==> config.mk <==
export PLATFORM = sky130hd
export DESIGN_NAME = ir_remote_key_hold_qualifier_core_flat
export DESIGN_NICKNAME = d
export VERILOG_FILES = /design/src/sv/irkh_pkg.sv /design/src/sv/irkh_if.sv /design/src/sv/ir_remote_key_hold_qualifier_core.sv /design/src/sv/irkh_cfg_regs.sv /design/src/sv/irkh_eval.sv /design/src/flat_wrapper.sv
export SDC_FILE = /design/constraint.sdc
export NUM_CORES = 1
export LEC_CHECK = 0
export ABC_CLOCK_PERIOD_IN_PS = 6200
export BUFFER_PORTS_ARGS = -buffer_cell sky130_fd_sc_hd__buf_4
export CAP_MARGIN = 20
export CORE_ASPECT_RATIO = 0.5
export CORE_MARGIN = 2
export CORE_UTILIZATION = 56
export CTS_CLUSTER_SIZE = 30
export DETAILED_ROUTE_END_ITERATION = 10
export HOLD_SLACK_MARGIN = 0.1
export PLACE_DENSITY_LB_ADDON = 0.12
export SLEW_MARGIN = 0
export SYNTH_ARGS = -nofsm -noshare
export SYNTH_HDL_FRONTEND = slang
export SYNTH_SLANG_ARGS = --single-unit
==> constraint.sdc <==
create_clock -name clk -period 6.2 [get_ports clk]
set_input_delay 1.24 -clock clk [delete_from_list [all_inputs] [get_ports clk]]
set_output_delay 1.24 -clock clk [all_outputs]
set_load 0.005 [all_outputs]
==> src/sv/irkh_pkg.sv <==
package irkh_pkg;

  localparam int TimeW    = 32;
  localparam int CodeW    = 8;
  localparam int MsW      = 16;
  localparam int JoyW     = 12;
  localparam int CfgIdxW  = 3;
  localparam int CfgDataW = 16;

  localparam logic [TimeW-1:0] BackReleaseMs = 32'd200;
  localparam logic [JoyW-1:0]  JoyLow        = 12'd500;
  localparam logic [JoyW-1:0]  JoyHigh       = 12'd3500;

  localparam logic [CodeW-1:0] CodeUpRst     = 8'd24;
  localparam logic [CodeW-1:0] CodeDownRst   = 8'd82;
  localparam logic [CodeW-1:0] CodeLeftRst   = 8'd8;
  localparam logic [CodeW-1:0] CodeRightRst  = 8'd90;
  localparam logic [CodeW-1:0] CodeOkRst     = 8'd28;
  localparam logic [CodeW-1:0] CodeBackRst   = 8'd22;
  localparam logic [MsW-1:0]   LongPressRst  = 16'd800;
  localparam logic [MsW-1:0]   DirHoldRst    = 16'd180;

  typedef enum logic [CfgIdxW-1:0] {
    CFG_CODE_UP    = 3'd0,
    CFG_CODE_DOWN  = 3'd1,
    CFG_CODE_LEFT  = 3'd2,
    CFG_CODE_RIGHT = 3'd3,
    CFG_CODE_OK    = 3'd4,
    CFG_CODE_BACK  = 3'd5,
    CFG_LONG_PRESS = 3'd6,
    CFG_DIR_HOLD   = 3'd7
  } cfg_reg_t;

  typedef enum logic [2:0] {
    DIR_NONE  = 3'd0,
    DIR_UP    = 3'd1,
    DIR_DOWN  = 3'd2,
    DIR_LEFT  = 3'd3,
    DIR_RIGHT = 3'd4
  } dir_t;

  typedef struct packed {
    logic [CodeW-1:0] code_up;
    logic [CodeW-1:0] code_down;
    logic [CodeW-1:0] code_left;
    logic [CodeW-1:0] code_right;
    logic [CodeW-1:0] code_ok;
    logic [CodeW-1:0] code_back;
    logic [MsW-1:0]   long_press_ms;
    logic [MsW-1:0]   dir_hold_ms;
  } cfg_t;

  typedef struct packed {
    logic [TimeW-1:0] now_ms;
    logic             frame_valid;
    logic             frame_repeat;
    logic [CodeW-1:0] frame_cmd;
    logic [JoyW-1:0]  joy_x_in;
    logic [JoyW-1:0]  joy_y_in;
    logic             click_in;
    logic             short_in;
    logic             any_in;
  } poll_t;

  typedef struct packed {
    logic [JoyW-1:0] joy_x_out;
    logic [JoyW-1:0] joy_y_out;
    logic            click_out;
    logic            short_back;
    logic            long_back;
    logic            any_activity;
  } result_t;

endpackage

==> src/sv/irkh_if.sv <==
interface irkh_poll_if import irkh_pkg::*; ();
  logic  valid;
  logic  ready;
  poll_t item;

  modport source (output valid, output item, input ready);
  modport sink (input valid, input item, output ready);
endinterface

interface irkh_result_if import irkh_pkg::*; ();
  logic    valid;
  logic    ready;
  result_t item;

  modport source (output valid, output item, input ready);
  modport sink (input valid, input item, output ready);
endinterface

==> src/sv/ir_remote_key_hold_qualifier_core.sv <==
// IR remote key hold qualifier. One poll beat in gives one result beat out; a new poll is
// taken every cycle while the output is not stalled. A poll is held in an input register,
// evaluated combinationally against the held direction and BACK timing state, and the
// result is kept in an output register. While a result waits, one more poll is taken into the
// input register and then the input stalls until the result is accepted. Config
// registers (cfg_we, cfg_index, cfg_data) must only be written while no poll is in flight.
module ir_remote_key_hold_qualifier_core import irkh_pkg::*; (
  input  logic                clk,
  input  logic                rst,
  input  logic                cfg_we,
  input  logic [CfgIdxW-1:0]  cfg_index,
  input  logic [CfgDataW-1:0] cfg_data,
  irkh_poll_if.sink           poll,
  irkh_result_if.source       result
);

  cfg_t    cfg;
  logic    stage_valid;
  poll_t   stage_item;
  logic    out_valid;
  result_t out_item;
  result_t eval_res;
  logic    advance;

  irkh_cfg_regs u_cfg (
    .clk       (clk),
    .rst       (rst),
    .cfg_we    (cfg_we),
    .cfg_index (cfg_index),
    .cfg_data  (cfg_data),
    .cfg       (cfg)
  );

  irkh_eval u_eval (
    .clk  (clk),
    .rst  (rst),
    .fire (advance),
    .cfg  (cfg),
    .item (stage_item),
    .res  (eval_res)
  );

  assign advance      = stage_valid && (!out_valid || result.ready);
  assign poll.ready   = !stage_valid || advance;
  assign result.valid = out_valid;
  assign result.item  = out_item;

  always_ff @(posedge clk) begin
    if (rst) begin
      stage_valid <= 1'b0;
    end else if (poll.ready) begin
      stage_valid <= poll.valid;
    end
  end

  always_ff @(posedge clk) begin
    if (poll.ready && poll.valid) begin
      stage_item <= poll.item;
    end
  end

  always_ff @(posedge clk) begin
    if (rst) begin
      out_valid <= 1'b0;
    end else if (!out_valid || result.ready) begin
      out_valid <= stage_valid;
    end
  end

  always_ff @(posedge clk) begin
    if (advance) begin
      out_item <= eval_res;
    end
  end

endmodule

==> src/sv/irkh_cfg_regs.sv <==
module irkh_cfg_regs import irkh_pkg::*; (
  input  logic                clk,
  input  logic                rst,
  input  logic                cfg_we,
  input  logic [CfgIdxW-1:0]  cfg_index,
  input  logic [CfgDataW-1:0] cfg_data,
  output cfg_t                cfg
);

  always_ff @(posedge clk) begin
    if (rst) begin
      cfg.code_up       <= CodeUpRst;
      cfg.code_down     <= CodeDownRst;
      cfg.code_left     <= CodeLeftRst;
      cfg.code_right    <= CodeRightRst;
      cfg.code_ok       <= CodeOkRst;
      cfg.code_back     <= CodeBackRst;
      cfg.long_press_ms <= LongPressRst;
      cfg.dir_hold_ms   <= DirHoldRst;
    end else if (cfg_we) begin
      case (cfg_reg_t'(cfg_index))
        CFG_CODE_UP:    cfg.code_up       <= cfg_data[CodeW-1:0];
        CFG_CODE_DOWN:  cfg.code_down     <= cfg_data[CodeW-1:0];
        CFG_CODE_LEFT:  cfg.code_left     <= cfg_data[CodeW-1:0];
        CFG_CODE_RIGHT: cfg.code_right    <= cfg_data[CodeW-1:0];
        CFG_CODE_OK:    cfg.code_ok       <= cfg_data[CodeW-1:0];
        CFG_CODE_BACK:  cfg.code_back     <= cfg_data[CodeW-1:0];
        CFG_LONG_PRESS: cfg.long_press_ms <= cfg_data[MsW-1:0];
        CFG_DIR_HOLD:   cfg.dir_hold_ms   <= cfg_data[MsW-1:0];
        default: ;
      endcase
    end
  end

endmodule

==> src/sv/irkh_eval.sv <==
module irkh_eval import irkh_pkg::*; (
  input  logic    clk,
  input  logic    rst,
  input  logic    fire,
  input  cfg_t    cfg,
  input  poll_t   item,
  output result_t res
);

  dir_t             held_direction, held_direction_next;
  logic [TimeW-1:0] dir_last_seen, dir_last_seen_next;
  logic             back_holding, back_holding_next;
  logic [TimeW-1:0] back_start_time, back_start_time_next;
  logic [TimeW-1:0] back_last_seen, back_last_seen_next;
  logic             long_hit, short_hit;

  always_comb begin
    logic             fresh;
    logic             is_up, is_down, is_left, is_right, is_dir;
    logic [TimeW-1:0] dir_age, back_age, idle_age;
    logic             click, any;
    logic [JoyW-1:0]  jx, jy;

    held_direction_next  = held_direction;
    dir_last_seen_next   = dir_last_seen;
    back_holding_next    = back_holding;
    back_start_time_next = back_start_time;
    back_last_seen_next  = back_last_seen;
    click     = item.click_in;
    any       = item.any_in;
    jx        = item.joy_x_in;
    jy        = item.joy_y_in;
    long_hit  = 1'b0;
    short_hit = 1'b0;

    fresh    = item.frame_valid && !item.frame_repeat;
    is_up    = item.frame_cmd == cfg.code_up;
    is_down  = item.frame_cmd == cfg.code_down;
    is_left  = item.frame_cmd == cfg.code_left;
    is_right = item.frame_cmd == cfg.code_right;
    is_dir   = is_up || is_down || is_left || is_right;

    if (item.frame_valid && item.frame_repeat) begin
      if (held_direction != DIR_NONE) dir_last_seen_next = item.now_ms;
      if (back_holding) back_last_seen_next = item.now_ms;
    end else if (fresh && is_dir) begin
      if (is_up) held_direction_next = DIR_UP;
      else if (is_down) held_direction_next = DIR_DOWN;
      else if (is_left) held_direction_next = DIR_LEFT;
      else held_direction_next = DIR_RIGHT;
      dir_last_seen_next = item.now_ms;
    end else if (fresh && item.frame_cmd == cfg.code_ok) begin
      click = 1'b1;
      any   = 1'b1;
    end else if (fresh && item.frame_cmd == cfg.code_back) begin
      back_holding_next    = 1'b1;
      back_start_time_next = item.now_ms;
      back_last_seen_next  = item.now_ms;
    end

    dir_age = item.now_ms - dir_last_seen_next;
    if (held_direction_next != DIR_NONE &&
        dir_age >= {{(TimeW-MsW){1'b0}}, cfg.dir_hold_ms})
      held_direction_next = DIR_NONE;

    case (held_direction_next)
      DIR_UP: begin
        jy  = JoyLow;
        any = 1'b1;
      end
      DIR_DOWN: begin
        jy  = JoyHigh;
        any = 1'b1;
      end
      DIR_LEFT: begin
        jx  = JoyLow;
        any = 1'b1;
      end
      DIR_RIGHT: begin
        jx  = JoyHigh;
        any = 1'b1;
      end
      default: held_direction_next = DIR_NONE;
    endcase

    back_age = item.now_ms - back_start_time_next;
    idle_age = item.now_ms - back_last_seen_next;
    if (back_holding_next) begin
      if (back_age >= {{(TimeW-MsW){1'b0}}, cfg.long_press_ms}) begin
        long_hit          = 1'b1;
        back_holding_next = 1'b0;
      end else if (idle_age >= BackReleaseMs) begin
        short_hit         = 1'b1;
        any               = 1'b1;
        back_holding_next = 1'b0;
      end
    end

    res.joy_x_out    = jx;
    res.joy_y_out    = jy;
    res.click_out    = click;
    res.short_back   = item.short_in || short_hit;
    res.long_back    = long_hit;
    res.any_activity = any;
  end

  always_ff @(posedge clk) begin
    if (rst) begin
      held_direction  <= DIR_NONE;
      dir_last_seen   <= '0;
      back_holding    <= 1'b0;
      back_start_time <= '0;
      back_last_seen  <= '0;
    end else if (fire) begin
      held_direction  <= held_direction_next;
      dir_last_seen   <= dir_last_seen_next;
      back_holding    <= back_holding_next;
      back_start_time <= back_start_time_next;
      back_last_seen  <= back_last_seen_next;
    end
  end

  a_long_short_excl: assert property (@(posedge clk) disable iff (rst)
    !(long_hit && short_hit))
    else $error("long and short back in the same beat");

  a_idle_state_hold: assert property (@(posedge clk) disable iff (rst)
    !fire |=> $stable(held_direction) && $stable(back_holding))
    else $error("key state moved without a beat");

  a_back_release: assert property (@(posedge clk) disable iff (rst)
    fire && (long_hit || short_hit) |=> !back_holding)
    else $error("BACK still held after release");

  a_dir_override: assert property (@(posedge clk) disable iff (rst)
    fire && held_direction_next == DIR_UP |-> res.joy_y_out == JoyLow && res.any_activity)
    else $error("up held without Y override");

endmodule

==> src/flat_wrapper.sv <==
// flat-port wrapper written by rule: the top's interface ports become plain ports
module ir_remote_key_hold_qualifier_core_flat import irkh_pkg::*;
  (clk, rst, cfg_we, cfg_index, cfg_data, poll_valid, poll_item, poll_ready, result_valid, result_item, result_ready);
  irkh_poll_if poll_i ();
  irkh_result_if result_i ();
  input  logic clk;
  input  logic rst;
  input  logic cfg_we;
  input  logic [CfgIdxW-1:0] cfg_index;
  input  logic [CfgDataW-1:0] cfg_data;
  input wire logic [$bits(poll_i.valid)-1:0] poll_valid;
  input wire logic [$bits(poll_i.item)-1:0] poll_item;
  output wire logic [$bits(poll_i.ready)-1:0] poll_ready;
  output wire logic [$bits(result_i.valid)-1:0] result_valid;
  output wire logic [$bits(result_i.item)-1:0] result_item;
  input wire logic [$bits(result_i.ready)-1:0] result_ready;
  assign poll_i.valid = poll_valid;
  assign poll_i.item = poll_item;
  assign poll_ready = poll_i.ready;
  assign result_valid = result_i.valid;
  assign result_item = result_i.item;
  assign result_i.ready = result_ready;
  ir_remote_key_hold_qualifier_core u_core (.clk(clk), .rst(rst), .cfg_we(cfg_we), .cfg_index(cfg_index), .cfg_data(cfg_data), .poll(poll_i), .result(result_i));
endmodule
Word level (Yosys, flattened, before mapping)
Index checks and enable logic that the tools add are counted.

cells by class
  $add $sub $neg = 3
  magnitude comparators = 3
  equal/unequal tests = 17
  mux-type cells = 42
  reduce and logical (&&, ||, !) cells = 29

operators by type and width
  cell                                                                    count
  32-bit 2-to-1 mux                                                       12
  32-bit subtractor                                                       3
  32-bit by 16-bit >= comparator with 1-bit output                        2
  8-bit equality test                                                     6
  12-bit one-hot mux with 2 select lines                                  2
  32-bit by 8-bit >= comparator with 1-bit output, second input constant  1
  1-bit 2-to-1 mux                                                        21
  3-bit 2-to-1 mux                                                        7
  2-bit AND reduction                                                     8
  3-bit equality test, second input constant                              5
  3-bit by 2-bit equality test with 1-bit output, second input constant   4
  1-bit logical AND                                                       8
  3-bit by 1-bit equality test with 1-bit output, second input constant   2
  1-bit logical OR                                                        6
  3-bit nonzero test                                                      2
  4-bit OR reduction                                                      1
  1-bit zero test                                                         3
  3-bit zero test                                                         1

storage, ports and cells
  register bits after elaboration = 279
  output and inout port bits = 30
  word-level logic and storage cells = 124

Depth between registers and ports, before layout
  depth in word-level cells = 17
  mapped depth = 34
  mapped depth without buffers = 32

Cells and area by module
Synthesis repeated with hierarchy kept, for this count alone.

unflattened totals
  cell total of the unflattened synthesis = 1972
  area, all modules = 18107.4 um2

modules (own cells, without submodules)
  module                             times used  cells each  area each (um2)  sequential area each (um2)
  irkh_eval                          1           1562        11866.4          2001.9
  irkh_cfg_regs                      1           303         3224.3           1601.5
  ir_remote_key_hold_qualifier_core  1           107         3016.6           2952.8

Worst setup path before layout
No wires, ideal clock.

  path kind = register to register
  start = reg u_core.stage_item[27] (netlist name)
  end = reg u_core.out_item, in the netlist u_core.result.item[0] (data pin)
  data arrival time = 6.508 ns
  slack = -0.586 ns
  stages on the path, launching flop included = 33
  cells stage by stage = edfxtp_1 > buf_4 > xor2_1 > nor4_1 > and2_1 > o41ai_4 > nand2_1 > buf_1 > mux2i_1 > ha_1 > a21oi_1 > o21ai_0 > a21oi_1 > a21oi_1 > o32ai_1 > a21boi_0 > o22ai_1 > a21oi_1 > xnor2_1 > ha_1 > a21o_1 > a21o_1 > a221oi_1 > o211ai_1 > a31oi_1 > nand3_1 > a21o_1 > a21oi_1 > and4b_1 > nand4_2 > or4b_4 > nand4_2 > nand4_1

RTL lines
  what                    RTL line                                 RTL
  from (decl)             ir_remote_key_hold_qualifier_core.sv:19  poll_t stage_item;
  from (signal assigned)  ir_remote_key_hold_qualifier_core.sv:58  stage_item <= poll.item;
  to (signal assigned)    ir_remote_key_hold_qualifier_core.sv:72  out_item <= eval_res;
  to (decl)               ir_remote_key_hold_qualifier_core.sv:21  result_t out_item;

==> reports/results.txt <==
reg-to-reg critical path endpoint: u_core.result.item[15]
register share of total power: 40.5%
CP required: 6600 ps
die area: 32600 um2
worst hold path type: reg -> reg
# diodes: 0
max-slew violations: 0
failing checks: setup timing
pre-CTS WS: -518 ps
Critical Path Slowest Stage Cell: or4b_4
DIE HEIGHT: 129 um
Post-Route WL: 48600 um
slowest stage delay, CP: 590 ps
Critical Path Start Type: register
Yosys cell types: 86
I/O pin cnt: 123
Initial Util: 57.2%
Synth area leader: dfxtp_1
Cell Int Power: 3.53 mW
post-synthesis register bit count: 279
Synth Cell Area: 17400 um2
critical path fanouts, max: 5
count of final hold-check violations: 0
Net Sw Frac: 30.8%
DRC: 0
clock buffer depth: 3
hold path start: u_core.u_cfg.cfg[14]
commonest cells after routing, fill and taps aside: buf_4, nand2_1, nor2_1
setup ws final: -480 ps
core area: 30500 um2
Worst EP arrival: 7080 ps
Post-Syn Nets: 2207
initial antenna violation count: 0
gr usage total: 29.2%
first-pass GRT wire length: 75800 um
Worst-Skew Late Latency: 570 ps
period utilization: 108%
H-tree depth: 1
WHS: 454 ps
routed len/inst: 17.9 um
worst r2r path cells: 32
power share of the combinational group: 26.1%
Routed Antenna Nets: 0
Clk network pwr share: 33.4%
Post-Layout Cell Count: 2718
largest net degree at the start of global routing: 127
Placer Congestion: 0.959
Filler cells: 2378
max cap viols: 0
fin util: 72.0%
number of flops mapped to enable cells by yosys: 97
vias in the first global route: 14700
ys async rst share: 0%
LEAKAGE: 8.95 nW
min Tclk post-route: 6680 ps
Multi-input gate area: 11000 um2
most common cell after layout, fill and taps aside: buf_4
clk slew on worst S/H paths: 70 ps
Area contributors post-synth: dfxtp_1, edfxtp_1, ha_1, mux2i_1, nor2_1
Vias: 15700
Psw: 1.57 mW
CTS Hold Buffers Added: 0
r2r startpoint: u_core.stage_item[27]
Pwr Total: 5.10 mW
share of layout cells above drive strength 1: 23.3%
Setup crit end kind: register
mean post-synth cell area: 8.76 um2
Worst Tran Pin Value: 1060 ps
dpl hpwl: 35300 um
TritonRoute pass-1 iters: 5
Synth top area share: 20.9%
hold depth: 2
Inst Count DP: 2645
Seq. cell area: 6560 um2
Max Clock Skew: 14.9 ps
status: finished with violations
Crit path top cell by count: a21o_1
setup slack, reg-to-reg: -480 ps
chip width: 253 um
Clock Sinks: 279
sequential cell area fraction in the yosys report: 37.6%
TritonCTS buffer count: 26
RSZ-0062 raised after global routing: true
final setup fails: 31
Port Buffers: 122
Hold EP: u_core.u_cfg.cfg[14]
Area growth syn-to-layout: 26.0%
nets@finish: 2493
Rel. slew slack: 29.6%
fmax: 150 MHz
Synth Flop Type: dfxtp_1
# rows: 45
Worst Path Class, Setup: reg -> reg
root buf cell: clkbuf_16
initial detailed-routing violation count: 1243
gr ovfl total: 0
Yosys Warn Count: 0
vias per std cell: 5.79
Peak VDD IR: 257 uV
TritonCTS clock tree: built
Gate Count Post-Synth: 1989
Power Density: 233 nW/um2
state kept, by name (all words and copies together) (netlist names):
| signal | cells |
|---|---|
| u_core.u_cfg.cfg | 80 |
| u_core.stage_item | 69 |
| u_core.u_eval.back_last_seen | 32 |
| u_core.u_eval.back_start_time | 32 |
| u_core.u_eval.dir_last_seen | 32 |
| u_core.result.item | 28 |
| u_core.u_eval.held_direction | 3 |
| u_core.result.valid | 1 |
| u_core.stage_valid | 1 |
| u_core.u_eval.back_holding | 1 |
power groups by stage:
stage | sequential (mW) | clock [mW] | combinational [mW]
3_3_place_gp | 2.10 | 0 | 1.20
2_1_floorplan | 2.07 | 0 | 0.808
6_report | 2.07 | 1.71 | 1.33
5_1_grt | 2.07 | 1.80 | 1.47
3_5_place_dp | 2.10 | 0 | 1.21
4_1_cts | 2.06 | 1.73 | 1.25
synth_stat cells, drive strengths merged (18+ instances only):
cell / instances
nand3: 34
a21o: 38
nor3: 23
xnor2: 42
mux2i: 94
nor2: 222
inv: 73
xor2: 54
clkbuf: 80
nand2b: 42
o21a: 21
a21oi: 159
nor2b: 27
dfxtp: 182
o21ai: 75
nand4: 23
ha: 122
edfxtp: 97
a211oi: 100
nand3b: 18
and2: 20
nand2: 221
metal layers:
layer | global-route usage [%] | vias up | share of wire [%]
li1 | - | 7790 | -
met5 | 0 | - | 0
met3 | 5.02 | 72 | 6.2
met4 | 6.54 | 0 | 1.9
met1 | 41.8 | 7415 | 48
met2 | 46.3 | 472 | 44
cell families (layout without fill, tap and decap cells):
kind of cell,count (synthesis),count (layout),synth area share (%)
flip-flops,279,279,37.6
AND/OR/NAND/NOR,695,695,18.7
XOR/XNOR,96,96,4.83
adder cells (fa/ha/maj),127,127,9.23
multiplexers,95,95,5.47
AO/OA/AOI/OAI,531,531,20.3
buffers and inverters,166,472,3.85
worst max-delay path by stage:
| stage | start | endpoint | slack, ps | cells after the start |
|---|---|---|---|---|
| floorplan | u_core.stage_item[32] | u_core.result.item[0] | 7 | 31 |
| global placement | u_core.stage_item[31] | u_core.result.item[0] | -330 | 30 |
| detailed placement | u_core.stage_item[31] | u_core.result.item[0] | -520 | 30 |
| CTS | u_core.stage_item[30] | u_core.result.item[14] | -290 | 31 |
| global route | u_core.stage_item[27] | u_core.result.item[7] | -840 | 32 |
| finish | u_core.stage_item[27] | u_core.result.item[15] | -480 | 32 |
metrics by stage:
stage	instance area [um2]	TNS [ps]
floorplan	17600	0
global placement	20200	-7740
detailed placement	20200	-12120
CTS	21400	-4960
global route	21900	-21120
finish	21900	-10480
worst max-delay path, delay by kind of cell (launching register included):
family	cells	cell delay [ps]
buf+inv	3	400
mux	1	260
simple gates	10	1870
fa+ha+maj	2	590
flops	1	530
xor+xnor	2	270
compound gates	14	2580
cell type report:
| class | instances | area share (%) |
|---|---|---|
| flip-flops and latches | 279 | 29.9 |
| inverters | 73 | 1.27 |
| clock buffers | 26 | 2.97 |
| well taps | 423 | 2.41 |
| repair buffers | 351 | 12.4 |
| multi-input cells | 1544 | 50.0 |
| clock inverters | 22 | 1.12 |
timing repair:
action | in CTS | in global routing
setup endpoints to repair | 31 | 31
pin swaps | 32 | 42
gates resized for setup | 46 | 89
setup buffers | 18 | 10
Note: power is estimated with default switching activity, not from simulation.
